`src/rtl/iss_pkg.sv`:
```
// Package: shared types, operation and status codes for the integer stack with search.
package iss_pkg;

  // Default number of stack entries
  localparam int DEPTH_DEFAULT = 64;

  // Operation codes
  localparam logic [1:0] OP_PUSH   = 2'd0;
  localparam logic [1:0] OP_POP    = 2'd1;
  localparam logic [1:0] OP_SEARCH = 2'd2;

  // Status codes
  localparam logic [1:0] ST_OK    = 2'd0;
  localparam logic [1:0] ST_FULL  = 2'd1;
  localparam logic [1:0] ST_EMPTY = 2'd2;

  // Value reported for an empty stack or a pop on empty
  localparam logic signed [31:0] NEG_ONE = -32'sd1;

  // Command transfer payload
  typedef struct packed {
    logic [1:0]         func;
    logic signed [31:0] value;
  } cmd_t;

  // Result transfer payload
  typedef struct packed {
    logic signed [31:0] popped_value;
    logic signed [31:0] top_value;
    logic               found;
    logic               is_empty;
    logic               is_full;
    logic [1:0]         status;
  } result_t;

endpackage

```
`src/rtl/integer_stack_with_search.sv`:
```
// Top level: bounded LIFO stack of signed 32-bit integers with a membership search.
//
// Usage:
//   Commands enter on cmd (func, value) and transfer on a rising edge where start
//   is high and busy is low. Each command produces exactly one result on result,
//   shown for one cycle with done high; the receiver cannot hold results off.
// Completion:
//   push, func code 3, pop that leaves the stack empty or that finds it empty,
//   search on an empty stack: done is high in the cycle after the transfer, and
//   busy stays low, so these run one per cycle.
//   pop that leaves entries: the new top is read through the registered read port
//   of the entry memory and taken in state S_POP, which raises done.
//   search: scans entries until the first match (at most the entry count); the
//   scan reads one entry per cycle through the single memory read port.
//   Busy is high while a pop read or a scan runs.
// Reset (rst, synchronous, active high) empties the stack and drops any command
// in flight; no clearing pass is needed since only entries below the count are read.
module integer_stack_with_search #(
  parameter int DEPTH = iss_pkg::DEPTH_DEFAULT
) (
  input  logic             clk,
  input  logic             rst,
  input  logic             start,
  output logic             busy,
  input  iss_pkg::cmd_t    cmd,
  output logic             done,
  output iss_pkg::result_t result
);

  localparam int AW = $clog2(DEPTH);
  localparam int CW = $clog2(DEPTH + 1);
  localparam logic [CW-1:0] CNT_ONE  = CW'(1);
  localparam logic [CW-1:0] CNT_TWO  = CW'(2);
  localparam logic [CW-1:0] CNT_FULL = CW'(DEPTH);

  // Controller state codes
  localparam logic [1:0] S_IDLE   = 2'd0;
  localparam logic [1:0] S_POP    = 2'd1;
  localparam logic [1:0] S_SEARCH = 2'd2;

  logic [1:0]         state;
  logic [CW-1:0]      count;
  logic signed [31:0] top;
  logic signed [31:0] key;
  logic [AW-1:0]      scan_idx;

  logic signed [31:0] mem [DEPTH];
  logic signed [31:0] rd_data;
  logic [AW-1:0]      rd_addr;
  logic               wr_en;
  logic               accept;
  logic               is_full_now;
  logic               is_empty_now;
  logic [CW-1:0]      count_dec;

  assign busy         = (state != S_IDLE);
  assign accept       = start && (state == S_IDLE);
  assign is_full_now  = (count == CNT_FULL);
  assign is_empty_now = (count == '0);
  assign count_dec    = count - CNT_ONE;
  assign wr_en        = accept && (cmd.func == iss_pkg::OP_PUSH) && !is_full_now;

  // Pick read address: new top on pop, scan position otherwise
  always_comb begin
    if (state == S_IDLE) begin
      if (cmd.func == iss_pkg::OP_POP) begin
        rd_addr = AW'(count - CNT_TWO);
      end else begin
        rd_addr = '0;
      end
    end else begin
      rd_addr = scan_idx + AW'(1);
    end
  end

  // Entry memory: one write port, one registered read port
  always_ff @(posedge clk) begin
    if (wr_en) begin
      mem[count[AW-1:0]] <= cmd.value;
    end
    rd_data <= mem[rd_addr];
  end

  // Sequence commands, update count and cached top, build results
  always_ff @(posedge clk) begin
    if (rst) begin
      state <= S_IDLE;
      count <= '0;
      done  <= 1'b0;
    end else begin
      done <= 1'b0;
      unique case (state)
        S_IDLE: begin
          if (accept) begin
            result.popped_value <= '0;
            result.top_value    <= is_empty_now ? iss_pkg::NEG_ONE : top;
            result.found        <= 1'b0;
            result.is_empty     <= is_empty_now;
            result.is_full      <= is_full_now;
            result.status       <= iss_pkg::ST_OK;
            key                 <= cmd.value;
            scan_idx            <= '0;
            done                <= 1'b1;
            case (cmd.func)
              iss_pkg::OP_PUSH: begin
                if (is_full_now) begin
                  result.status <= iss_pkg::ST_FULL;
                end else begin
                  top              <= cmd.value;
                  count            <= count + CNT_ONE;
                  result.top_value <= cmd.value;
                  result.is_empty  <= 1'b0;
                  result.is_full   <= (count + CNT_ONE == CNT_FULL);
                end
              end
              iss_pkg::OP_POP: begin
                if (is_empty_now) begin
                  result.popped_value <= iss_pkg::NEG_ONE;
                  result.status       <= iss_pkg::ST_EMPTY;
                end else begin
                  result.popped_value <= top;
                  result.is_full      <= 1'b0;
                  count               <= count_dec;
                  if (count_dec == '0) begin
                    result.top_value <= iss_pkg::NEG_ONE;
                    result.is_empty  <= 1'b1;
                  end else begin
                    // wait for the new top from memory
                    done  <= 1'b0;
                    state <= S_POP;
                  end
                end
              end
              iss_pkg::OP_SEARCH: begin
                if (!is_empty_now) begin
                  done  <= 1'b0;
                  state <= S_SEARCH;
                end
              end
              default: begin
              end
            endcase
          end
        end
        S_POP: begin
          top              <= rd_data;
          result.top_value <= rd_data;
          done             <= 1'b1;
          state            <= S_IDLE;
        end
        S_SEARCH: begin
          // compare the entry at scan_idx; stop on a hit or at the top
          if (rd_data == key) begin
            result.found <= 1'b1;
            done         <= 1'b1;
            state        <= S_IDLE;
          end else if (scan_idx == count_dec[AW-1:0]) begin
            done  <= 1'b1;
            state <= S_IDLE;
          end else begin
            scan_idx <= scan_idx + AW'(1);
          end
        end
        default: begin
          state <= S_IDLE;
        end
      endcase
    end
  end

endmodule

```
`config.mk`:
```
export PLATFORM = sky130hd
export DESIGN_NAME = integer_stack_with_search
export DESIGN_NICKNAME = d
export VERILOG_FILES = /design/src/rtl/iss_pkg.sv /design/src/rtl/integer_stack_with_search.sv
export SDC_FILE = /design/constraint.sdc
export NUM_CORES = 2
export LEC_CHECK = 0
export BUFFER_PORTS_ARGS = -buffer_cell sky130_fd_sc_hd__buf_2
export CORE_ASPECT_RATIO = 0.9
export CORE_MARGIN = 2
export CORE_UTILIZATION = 53
export CTS_CLUSTER_DIAMETER = 40
export DETAILED_ROUTE_END_ITERATION = 6
export GPL_TIMING_DRIVEN = 0
export PLACE_DENSITY = 0.71
export SLEW_MARGIN = 25
export SYNTH_ARGS = -nofsm -noshare
export SYNTH_HDL_FRONTEND = slang
export SYNTH_SLANG_ARGS = --single-unit
```
`constraint.sdc`:
```
create_clock -name clk -period 4.75 [get_ports clk]
set_input_delay 0.2375 -clock clk [delete_from_list [all_inputs] [get_ports clk]]
set_output_delay 0.2375 -clock clk [all_outputs]
set_load 0.05 [all_outputs]
```
# Word level (Yosys, flattened, before mapping)
# Memories as Yosys holds them, arrays and structs flattened. A register that Yosys moved wholly into a read port is not among the register bits.
# Cells that the tools add are included.
dict set report classes {
  n_addsub 4
  n_eq_ne 21
  muxes 45
  bitwise_logic 1
  n_reduce_logical 19
}
# op count
set ops {}
lappend ops {{32-bit two-way mux} 7}
lappend ops {{32-bit case mux with 2 select lines} 3}
lappend ops {{37-bit two-way mux} 1}
lappend ops {{32-bit == test} 1}
lappend ops {{6-bit two-way mux} 5}
lappend ops {{2-bit two-way mux} 9}
lappend ops {{2-bit inequality test (second input constant)} 8}
lappend ops {{5-bit AND reduction} 3}
lappend ops {{7-bit == test (second input constant)} 2}
lappend ops {{7-bit zero test} 2}
lappend ops {{7-bit two-way mux} 2}
lappend ops {{7-bit case mux with 2 select lines} 1}
lappend ops {{3-bit inequality test (second input constant)} 4}
lappend ops {{6-bit case mux with 2 select lines} 1}
lappend ops {{1-bit two-way mux} 10}
lappend ops {{2-bit case mux with 2 select lines} 2}
lappend ops {{4-bit case mux with 2 select lines} 1}
lappend ops {{2-bit nonzero test} 4}
lappend ops {{7-bit by 1-bit adder with 7-bit output (second input constant)} 1}
lappend ops {{7-bit by 1-bit subtractor with 7-bit output (second input constant)} 1}
lappend ops {{6-bit by 1-bit adder with 6-bit output (second input constant)} 1}
lappend ops {{6-bit == test} 1}
lappend ops {{3-bit AND reduction} 2}
lappend ops {{6-bit AND reduction} 1}
lappend ops {{11 further kinds} 17}
dict set report totals {
  reg_bits 149
  mem_bits_rw 2048
  inputBits 37
  output_inout_bits 71
  wordCells 103
  memories 1
}
# name words word_bits read_ports rd_clocked_by_memory_dff write_ports line
set memory_table {}
lappend memory_table {mem 64 32 1 1 1 integer_stack_with_search.sv:47} ;# logic signed [31:0] mem [DEPTH];

# Longest topological paths before layout
dict set report depth {
  ltp_word 7
  depth_mapped 15
  mapped_depth_nobuf 9
}

# Worst setup path before layout
# OpenSTA, ideal clock, no wires.
dict set report synth_timing {
  kind {register -> register}
  from {reg count[0]}
  to {mem mem[18][0], enable pin}
  setup_time_ns 0.468
  arrival_time_ns 4.479
  required_time_ns 4.282
  setup_slack_ns -0.197
  stages_incl_launch_ff 9
  path_buffers 1
  period_less_slack_ns 4.947
  path_cell_list {dfxtp_1 -> buf_1 -> clkinv_1 -> ha_1 -> nand3_1 -> nand2_1 -> nor2_1 -> nand2_1 -> nor3b_1}
}
dict set report synth_between {
  elab_chain_cells 5
}
# element line
set synth_lines {}
lappend synth_lines {{from (decl)} integer_stack_with_search.sv:42} ;# logic [CW-1:0] count;
lappend synth_lines {{from (signal assigned)} integer_stack_with_search.sv:110} ;# count <= count + CNT_ONE;
lappend synth_lines {{from (signal assigned)} integer_stack_with_search.sv:123} ;# count <= count_dec;
lappend synth_lines {{7-bit == test} integer_stack_with_search.sv:58} ;# assign is_full_now = (count == CNT_FULL);
lappend synth_lines {{1-bit zero test} integer_stack_with_search.sv:61} ;# assign wr_en = accept && (cmd.func == iss_pkg::OP_PUSH) && !is_full_now;
lappend synth_lines {{1-bit logical AND} integer_stack_with_search.sv:61}
lappend synth_lines {{1-bit two-way mux} integer_stack_with_search.sv:78} ;# if (wr_en) begin
lappend synth_lines {{1-bit two-way mux (implied by the code)} integer_stack_with_search.sv:79} ;# mem[count[AW-1:0]] <= cmd.value;
lappend synth_lines {{to (decl)} integer_stack_with_search.sv:47}
# Several ways; a longest one is shown, not always the timed one.

# Worst setup path after layout
dict set report layout_timing {
  from {reg count[0]}
  to {mem mem[9][24], enable pin}
}
# The elaborated chain is that of the path after synthesis.

==> summary.txt <==
Logic synthesis
  • Top cell type's share of synthesized area: 0.7431
  • Async set-reset flop share out of synthesis: 0
  • Post-synth EDFFs: 2187
  • Post-synthesis sequential area ratio: 0.7526
  • Cell variety after synth: 55
  • Synth Instances: between 6000 and 7000
  • Synth area leader: edfxtp_1
  • Post-synthesis net count: 6295
  • Warnings, synthesis: 0
  • XOR/XNOR share of the synthesized area: 0.005450
  • Synth Area in Simple Gates: 0.1322
  • Largest family of logic cells by synthesized area: simple AND/OR/NAND/NOR gates
  • Syn avg cell area: 14.15 sq um
  • Synth Area in Compound Gates: 0.05742
  • Mux cell area share after synthesis: 0.02935
  • Yosys reg bits: ~2200
  • Main synth FF type: edfxtp_1
  • Post-synth top cells: edfxtp_1 (2187), nand2_1 (1152), nand3_1 (782)
  • Cell Area, Synth: slightly below 90000 sq um
  • Top-count cell post-synth: edfxtp_1
  • Top cells by area, synth: edfxtp_1 (74%), nand2_1 (4.9%), a211oi_1 (4.6%)
  • Post-Synth Adder-Cell Area: 0.001840

Layout
  • Net count, final: 6885
  • Share of layout cells above drive strength 1: 0.1269
  • Final non-filler cell total: between 9000 and 10000
  • Post-layout util: 0.6308
  • Area growth from synthesis to final layout: 18.57%
  • # fillers: 11610

Clock network
  • CTS Sinks: 2229
  • Worst-Skew Late Latency: 0.93 ns
  • Clock transition at path regs: 0.07 ns
  • CTS Buffer Depth: 4
  • TritonCTS Buffers: 282
  • Clock root cell: clkbuf_16
  • TritonCTS clock tree: built
  • H-tree levels: 5

Timing
  • Worst-Margin Slew: 1.314 ns
  • Final Hold Viols: 0
  • Setup_tns: -68.90 ns
  • Final Max Tran Viols: 0
  • Slew Limit Headroom: 0.1158
  • Setup-violating endpoint count in the final report: about 470
  • Tmin final: 5.043 ns
  • Peak Freq: 198.3 MHz
  • RSZ-0062 raised after global routing: true
  • Period utilization: 1.062
  • Final Skew: a little over 0.05 ns
  • Final worst setup slack: -0.2927 ns

Power and ir drop
  • Total power: 47.12 mW
  • Internal power: 35.04 mW
  • Psw: 12.08 mW
  • Pwr/cell area: 449.6 nW/um^2
  • Sequential Power Share: 0.466
  • Clock power share: 0.431
  • Leak Pwr: 36.41 nW
  • Combinational share of power: 0.103
  • VDD IR max: 0.0003825 V
  • Sw Ratio: 0.2563

Route
  • Routed vias/inst: 6.447
  • DRC viols: 12
  • DRT Wirelength: 273900 microns
  • DRT antenna net count: 0
  • Vias: 59760
  • Detailed Route Iter0 Violations: 10140
  • 1st-pass router iterations: 7
  • Wire length per cell: between 20 and 30 microns

Run status
  • Status: finished, violations left
  • Failing checks: design-rule violations, negative setup slack

Place
  • Inst Count DP: 8690
  • Detail Placement HPWL: 182500 microns
  • RePlAce Congestion: 0.9726
  • Number of buffers inserted by port buffering: 107

Die
  • IO Pins: 108
  • Die Ht: ~390 microns
  • Number of cell rows: 142
  • Core Area: 166100 sq um
  • Die footprint: 170000 sq um
  • Initial Utilization: 0.5320
  • Die width: 434.4 microns

Setup path
  • Arr. time, crit path: 5.64 ns
  • Setup crit start kind: flip-flop
  • Crit path kind: reg -> reg
  • CP max FO: 20
  • Critical path endpoint category: flip-flop
  • Critical path required time: 5.34 ns

Global route
  • GR Util All Layers: 0.3192
  • Initial antenna violation count: 25
  • Gr ovfl total: 0
  • Largest net degree at the start of global routing: 68
  • First-pass GRT wire length: 388000 microns
  • Vias in the first global route: 55870

Hold path
  • Min-Delay Path Class: in -> reg

Run
  • Max cap viols: 0
-- metal layers --
metal | global-route usage | wire length [microns] | vias up
li1 | - | - | 25070
met1 | 0.4456 | 101100 | 29290
met2 | 0.4613 | 118300 | 4523
met3 | 0.08586 | 37160 | 872
met4 | 0.1658 | 17230 | 12
met5 | 0 | 75 | -
-- logic make-up (layout without fill, tap and decap cells) --
kind of cell	count (synthesis)	count (layout)
AO/OA/AOI/OAI	682	682
XOR/XNOR	55	55
adder cells (fa/ha/maj)	13	13
buffers and inverters	458	1242
flip-flops	2229	2229
multiplexers	259	259
other	0	9
AND/OR/NAND/NOR	2549	2549
-- state kept, by name, indices dropped and copies added, names as in the netlist --
name	flops
scan_idx	6
key	32
rd_data	32
count	7
top	32
done	1
result	69
mem	2048
state	2
-- critical path: stages (launching register included) --
cell	delay [ns]
dfxtp_1	0.57
buf_1	0.56
clkinv_1	0.45
ha_1	0.38
nand3_1	0.16
nand2_1	0.12
nor2_1	0.46
nand3_1	0.88
nor2_4	0.84
buf_12	0.27
-- cell type report --
| class | count | area (sq um) | area share |
|---|---|---|---|
| flip-flops and latches | 2229 | 66510 | 0.6347 |
| inverters | 11 | 41.29 | 0.0003940 |
| repair buffers | 306 | 4076 | 0.03890 |
| well taps | 2232 | 2793 | 0.02665 |
| multi-input cells | 3558 | 20690 | 0.1975 |
| clock inverters | 145 | 1270 | 0.01212 |
| diodes | 9 | 22.52 | 0.0002149 |
| plain buffers | 447 | 1839 | 0.01755 |
| clock buffers | 333 | 7543 | 0.07198 |
-- power by group through the flow --
| stage | Combinational, mW | Clock (mW) | Sequential, mW |
|---|---|---|---|
| 2_1_floorplan | 2.12 | 0 | 22.4 |
| 3_3_place_gp | 4.31 | 0 | 22.4 |
| 3_5_place_dp | 4.54 | 0 | 22.3 |
| 4_1_cts | 4.60 | 20.3 | 21.9 |
| 5_1_grt | 4.95 | 21.1 | 21.9 |
| 6_report | 4.85 | 20.3 | 21.9 |
-- per-stage QoR --
step,cell area (sq um),hold WS (ns),setup WS [ns]
final,104800,0.06840,-0.2927
after global routing,104800,0.07830,-0.4250
after global placement,91710,0.4833,-2.134
after floorplan,88380,0.3103,0.1210
after detailed placement,94810,0.4996,-0.1255
after CTS,104400,0.02095,-0.08737
-- placed cells by master, fill, tap and decap left out, types with 43 or more instances in the layout --
cell / n
edfxtp_1: 2187
nand2_1: 1152
nand3_1: 782
a211oi_1: 546
clkbuf_1: 340
clkbuf_16: 294
mux2i_1: 258
and3_1: 257
buf_2: 149
nor2_1: 118
buf_4: 86
nand4_1: 67
nor2_4: 65
buf_16: 60
buf_12: 53
nor4_1: 51
buf_1: 50
xor2_1: 43
-- final timing paths --
kind | start | to | slack, ns | depth (start not counted)
worst max-delay path | count[0] | mem[9][24] | -0.29 | 9
worst min-delay path | cmd[32] | state[0] | 0.07 | 5
worst max register to register | count[0] | mem[9][24] | -0.29 | 9
worst min register to register | top[13] | result[50] | 0.55 | 2
-- repair_timing --
item,CTS,global route
cloned,0,0
endpoints found under the hold margin,1283,0
buffers inserted,34,23
gates resized for setup,0,9
endpoints found under the setup margin,385,1021
pin swaps,19,11
hold buffers,35,0
Power figures use the tool's default switching activity.
